--- src/hdl/vau_pkg.sv ---
// ---------------------------------------------------------------------------
// vau_pkg
// Types, constants and helper functions of the vector arithmetic unit.
// ---------------------------------------------------------------------------
`default_nettype none

package vau_pkg;

    localparam int DATA_WIDTH_DEF = 32;
    localparam int FRAC_BITS_DEF  = 16;
    localparam int NLANE          = 4;

    // divider: quotient bits and divisor width (magnitude reaches 2^32)
    localparam int QBITS   = 33;
    localparam int DVW     = 33;
    localparam int SQ_STG  = 32;
    localparam int DIV_STG = QBITS + 1;

    // pipeline timing, counted in register stages after the accepting edge
    localparam int T_SQ    = 3 + SQ_STG;
    localparam int T_DIV   = T_SQ + DIV_STG;
    localparam int LATENCY = T_DIV + 1;

    typedef enum logic [3:0] {
        FN_ADD   = 4'd0,
        FN_SUB   = 4'd1,
        FN_DOT   = 4'd2,
        FN_CROSS = 4'd3,
        FN_SCALE = 4'd4,
        FN_ADDS  = 4'd5,
        FN_SUBS  = 4'd6,
        FN_DIV   = 4'd7,
        FN_NORM  = 4'd8
    } t_func;

    typedef enum logic [1:0] {
        FLT_NONE = 2'd0,
        FLT_DIVZ = 2'd1,
        FLT_SAT  = 2'd2
    } t_fault;

    typedef logic signed [31:0] t_word;

    typedef struct packed {
        t_func            func;
        logic [NLANE-1:0] lane_use;
        logic [NLANE-1:0] out_en;
        logic [NLANE-1:0] azero;
        logic [NLANE-1:0] aneg;
        logic             bzero;
        logic             bneg;
    } t_ctrl;

    typedef struct packed {
        logic [31:0] val;
        logic        sat;
    } t_sat;

    // cross product operand lanes: a[0]*b[1] - a[2]*b[3]
    localparam logic [1:0] CP [3][4] = '{
        '{2'd1, 2'd2, 2'd2, 2'd1},
        '{2'd2, 2'd0, 2'd0, 2'd2},
        '{2'd0, 2'd1, 2'd1, 2'd0}
    };

    function automatic logic [31:0] max_val(input int dw);
        return 32'((64'd1 << (dw - 1)) - 64'd1);
    endfunction

    function automatic logic [31:0] min_val(input int dw);
        return ~max_val(dw);
    endfunction

    // clamp to the signed dw-bit range
    function automatic t_sat sat_clamp(input logic signed [65:0] v, input int dw);
        logic signed [65:0] mx;
        logic signed [65:0] mn;
        t_sat               s;
        mx = $signed({34'd0, max_val(dw)});
        mn = ~mx;
        if (v > mx) begin
            s.val = max_val(dw);
            s.sat = 1'b1;
        end else if (v < mn) begin
            s.val = min_val(dw);
            s.sat = 1'b1;
        end else begin
            s.val = v[31:0];
            s.sat = 1'b0;
        end
        return s;
    endfunction

endpackage

`default_nettype wire

--- src/hdl/vau_isqrt.sv ---
// ---------------------------------------------------------------------------
// vau_isqrt
// Pipelined integer square root of a 64-bit value, one root bit per stage;
// a carry out of the sum forces the magnitude to 2^32.
// ---------------------------------------------------------------------------
`default_nettype none

module vau_isqrt import vau_pkg::*; (
    input  logic           i_clk,
    input  logic [63:0]    i_x,
    input  logic           i_carry,
    output logic [DVW-1:0] o_mag
);

    localparam int LAST = SQ_STG - 1;

    logic [33:0] r_rem  [SQ_STG-1];
    logic [63:0] r_x    [SQ_STG-1];
    logic [31:0] r_root [SQ_STG];
    logic        r_cy   [SQ_STG];

    for (genvar k = 0; k < SQ_STG; k++) begin : g_stg
        logic [33:0] rem_in;
        logic [31:0] root_in;
        logic [63:0] x_in;
        logic        cy_in;
        logic [35:0] t, trial;
        logic        ge;

        if (k == 0) begin : g_first
            assign rem_in  = '0;
            assign root_in = '0;
            assign x_in    = i_x;
            assign cy_in   = i_carry;
        end else begin : g_next
            assign rem_in  = r_rem[k-1];
            assign root_in = r_root[k-1];
            assign x_in    = r_x[k-1];
            assign cy_in   = r_cy[k-1];
        end

        // bring down two bits, try root*4+1
        assign t     = {rem_in, x_in[63:62]};
        assign trial = {2'b00, root_in, 2'b01};
        assign ge    = (t >= trial);

        always_ff @(posedge i_clk) begin
            r_root[k] <= {root_in[30:0], ge};
            r_cy[k]   <= cy_in;
        end

        if (k < LAST) begin : g_pass
            always_ff @(posedge i_clk) begin
                r_rem[k] <= ge ? 34'(t - trial) : t[33:0];
                r_x[k]   <= {x_in[61:0], 2'b00};
            end
        end
    end

    assign o_mag = r_cy[LAST] ? {1'b1, 32'd0} : {1'b0, r_root[LAST]};

endmodule

`default_nettype wire

--- config.mk ---
export PLATFORM = sky130hd
export DESIGN_NAME = vau_isqrt
export DESIGN_NICKNAME = d
export VERILOG_FILES = /design/src/hdl/vau_pkg.sv /design/src/hdl/vau_isqrt.sv
export SDC_FILE = /design/constraint.sdc
export NUM_CORES = 2
export LEC_CHECK = 0
export BUFFER_PORTS_ARGS = -buffer_cell sky130_fd_sc_hd__buf_2
export CAP_MARGIN = 20
export CORE_UTILIZATION = 63
export CTS_CLUSTER_SIZE = 20
export DETAILED_ROUTE_END_ITERATION = 10
export HOLD_SLACK_MARGIN = 0.1
export PLACE_DENSITY = 0.76
export SETUP_SLACK_MARGIN = 0.3
export SLEW_MARGIN = 20
export SYNTH_ARGS = -nofsm -noshare
export SYNTH_HDL_FRONTEND = slang
export SYNTH_SLANG_ARGS = --single-unit
--- constraint.sdc ---
create_clock -name i_clk -period 7.2 [get_ports i_clk]
set_input_delay 1.44 -clock i_clk [delete_from_list [all_inputs] [get_ports i_clk]]
set_output_delay 1.44 -clock i_clk [all_outputs]
set_load 0.02 [all_outputs]
==> summary.md <==
| Metric | Value |
|---|---|
| Status | finished clean |
| Unrepaired setup endpoints after global routing | false |
| Vias in the first global route | 61,200 |
| Final net count | between 9,000 and 10,000 |
| Cell row count | 139 |
| Reg clk slew, reported paths | 60 ps |
| Hold Crit Endpoint | r_x[8][53] |
| Reg power frac | 48.8% |
| Initial Util | 63.7% |
| Cells on worst reg2reg path | 10 |
| Resize count post-CTS | 0 |
| Core Area | 144,000 um2 |
| Hold-fix buffers, CTS | 0 |
| R2R Path End | r_rem[0][289] |
| First-pass GRT wire length | 310 mm |
| Post-CTS Setup Inserts | 0 |
| Final Setup Violations | 0 |
| Routability congestion estimate | 0.930 |
| Synth Register Bits | 2,555 |
| Setup TNS | 0 ps |
| Fmax | 0.233 GHz |
| 1st-iter DRT viols | 3,806 |
| Pleak | 48.8 nW |
| Clock sinks | 2,555 |
| Synth Instances | 8,989 |
| Final Hold Fails | 0 |
| Register area | 51,200 um2 |
| Root Buffer | clkbuf_16 |
| WL per Instance | around 17 um |
| Share of post-route cells with drive strength above 1 | around 7% |
| Worst-Margin Slew | ~1100 ps |
| Number of vias per cell | around 5.5 |
| Post-route DRC violation count | 0 |
| Crit path required time | approximately 8000 ps |
| Crit-path slowest cell | nand3_1 |
| Die Y | 384 um |
| Routed wl met2 | approximately 96 mm |
| CP Max Fanout | 22 |
| GRT Resource Usage Total | 25.9% |
| Biggest cell delay along the critical path | 640 ps |
| CP endpoint kind | register |
| Int Power | 26.9 mW |
| Crit path cell chain | or4_1 > nor4_1 > nand4_1 > or4_1 > nand2b_1 > nor4_1 > nand3_1 > nand3_1 > nor3_1 > xor2_1 |
| Commonest non-fill, non-tap cells in the layout | dfxtp_1 (2,554), inv_1 (698), nor2_1 (631) |
| Post-synth ARST share | 0% |
| Top_reg_cell synth | dfxtp_1 |
| FF-to-FF setup slack | between 2000 and 3000 ps |
| Design area | slightly above 100,000 um2 |
| Clock share of power | between 30% and 40% |
| DR WL met3 | 7.90 mm |
| Register area share after synthesis | 55.7% |
| Diode count | 0 |
| Post-detailed-routing wire length | around 190 mm |
| CTS Buffer Depth | 3 |
| Synthesized Nets | 9,617 |
| Pwr dens | ~360 nW/um2 |
| Initial antenna violation count | 1 |
| Rel. slew slack | 21.6% |
| EDFF count, synth | 0 |
| # Max-Cap Violations | 0 |
| CP top delay family | simple AND/OR/NAND/NOR gates |
| Ys Warns | 0 |
| Hold Path Cell Cnt | 0 |
| Wl on met1 | 81.2 mm |
| Die area | 147,000 um2 |
| DR pass1 iterations | 6 |
| H-tree levels | 4 |
| CTS Buf Count | 231 |
| Syn_area_per_cell | roughly 10 um2 |
| Worst path arrival time | 5000 ps |
| CTS tree | yes |
| Area grow syn2layout | 12.0% |
| Sw Share | 27.8% |
| Area of the multi-input gates | 37,500 um2 |
| Largest net degree at the start of global routing | 57 |
| PortBufs | 98 |
| Clk_skew | 44.3 ps |
| Synth unique cells | 88 |
| Setup CP Type | register to register |
| Uppermost layer routed | met4 |
| WP buf/inv | 0 |
| Hold path startpoint | r_x[7][113] |
| Post-synthesis cell area | 91,900 um2 |
| Min Tclk post-route | 4290 ps |
| Comb pwr share | roughly 16% |
| Switching power | ~10 mW |
| Antenna-violating nets left | 0 |
| Remaining global-route overflow | 0 |
| Commonest non-fill, non-tap cell in the layout | dfxtp_1 |
| Slew Limit Fails | 0 |
| Peak supply drop | roughly 0.25 mV |
| Via count | between 60,000 and 70,000 |
| Period utilization | 59.6% |
| Post-DP HPWL | 141 mm |
| Filler cells | 10,400 |
| Horiz. Die Dim | between 300 and 400 um |
| RR Startpoint | r_rem[0][250] |
| Ports | slightly below 100 |
| CP startpoint kind | register |
| Hold/Removal Path Class | register to register |
| Post-DP Area | around 94,000 um2 |
| Clk Latency, worst-skew pair | between 800 and 900 ps |
==> worst max path at each step <==
stage / startpoint / endpoint / slack (ps) / cells past startpoint
finish: r_rem[0][250] / r_rem[0][289] / 2910 / 10
floorplan: r_root[18][0] / r_rem[1][135] / 3880 / 13
global placement: r_rem[0][250] / r_rem[0][293] / 3070 / 10
global route: r_rem[0][250] / r_rem[0][287] / 2420 / 10
detailed placement: r_rem[0][250] / r_rem[0][293] / 2950 / 10
CTS: r_rem[0][250] / r_rem[0][293] / 2920 / 10
==> synth_stat cells, drive strengths merged (27+ instances only) <==
library cell,instances,area (um2)
inv,698,2620
dfxtp,2555,51100
and2,27,169
or4,62,480
a211oi,43,323
a21oi,631,3160
o21a,91,683
nor3,195,976
nor2,632,2370
o21bai,56,420
and3,49,307
nor2b,99,619
nand3,152,766
a31oi,39,244
or2,41,259
clkbuf,140,526
xnor2,422,3700
or3,88,556
ha,562,7030
nand4,95,594
mux2,67,754
o21ai,414,2070
xor2,432,3780
nand2b,93,582
nand2,574,2160
a21o,221,1660
o31ai,49,368
nor4,138,876
==> power by group through the flow <==
stage	registers [mW]	clock network (mW)	logic, mW
floorplan	17.8	0	4.53
global placement	18.4	0	5.56
detailed placement	18.5	0	5.69
CTS	18.2	13.6	5.76
global route	18.5	14.2	6.43
finish	18.2	13.3	5.77
==> cells by family after synthesis <==
group,after synthesis,synth area share (%)
other,1,0.00408
AND/OR/NAND/NOR,2316,12.3
flip-flops,2555,55.7
buffers and inverters,860,3.54
XOR/XNOR,854,8.14
AO/OA/AOI/OAI,1764,11.8
adder cells (fa/ha/maj),562,7.65
multiplexers,77,0.930
==> state kept, by name (all words and copies together) (netlist names) <==
register  count
r_x         992
r_cy         32
r_rem      1003
r_root      528
==> metrics by stage <==
stage	utilization, %	instances	setup WS, ps	total power, mW	hold WS [ps]
global route	71.4	11300	2420	39.1	319
detailed placement	65.4	10900	2950	24.2	312
floorplan	-	8989	3880	22.4	310
finish	71.4	11300	2910	37.3	315
CTS	71.4	11300	2920	37.6	317
global placement	65.4	10900	3070	24.0	310
==> routing by layer <==
metal,vias to the layer above,track usage [%]
met1,29200,31.0
met5,-,0
met3,463,3.47
met2,1487,46.5
li1,31000,-
met4,0,10.5
==> layout make-up <==
cell class              count  share of cell area [%]
flip-flops and latches   2555                    49.7
clock inverters           130                    1.99
clock buffers             307                    6.35
multi-input cells        5574                    36.5
inverters                 700                    2.55
well taps                1903                    2.31
repair buffers            119                   0.630
(Power assumes the default switching activity.)
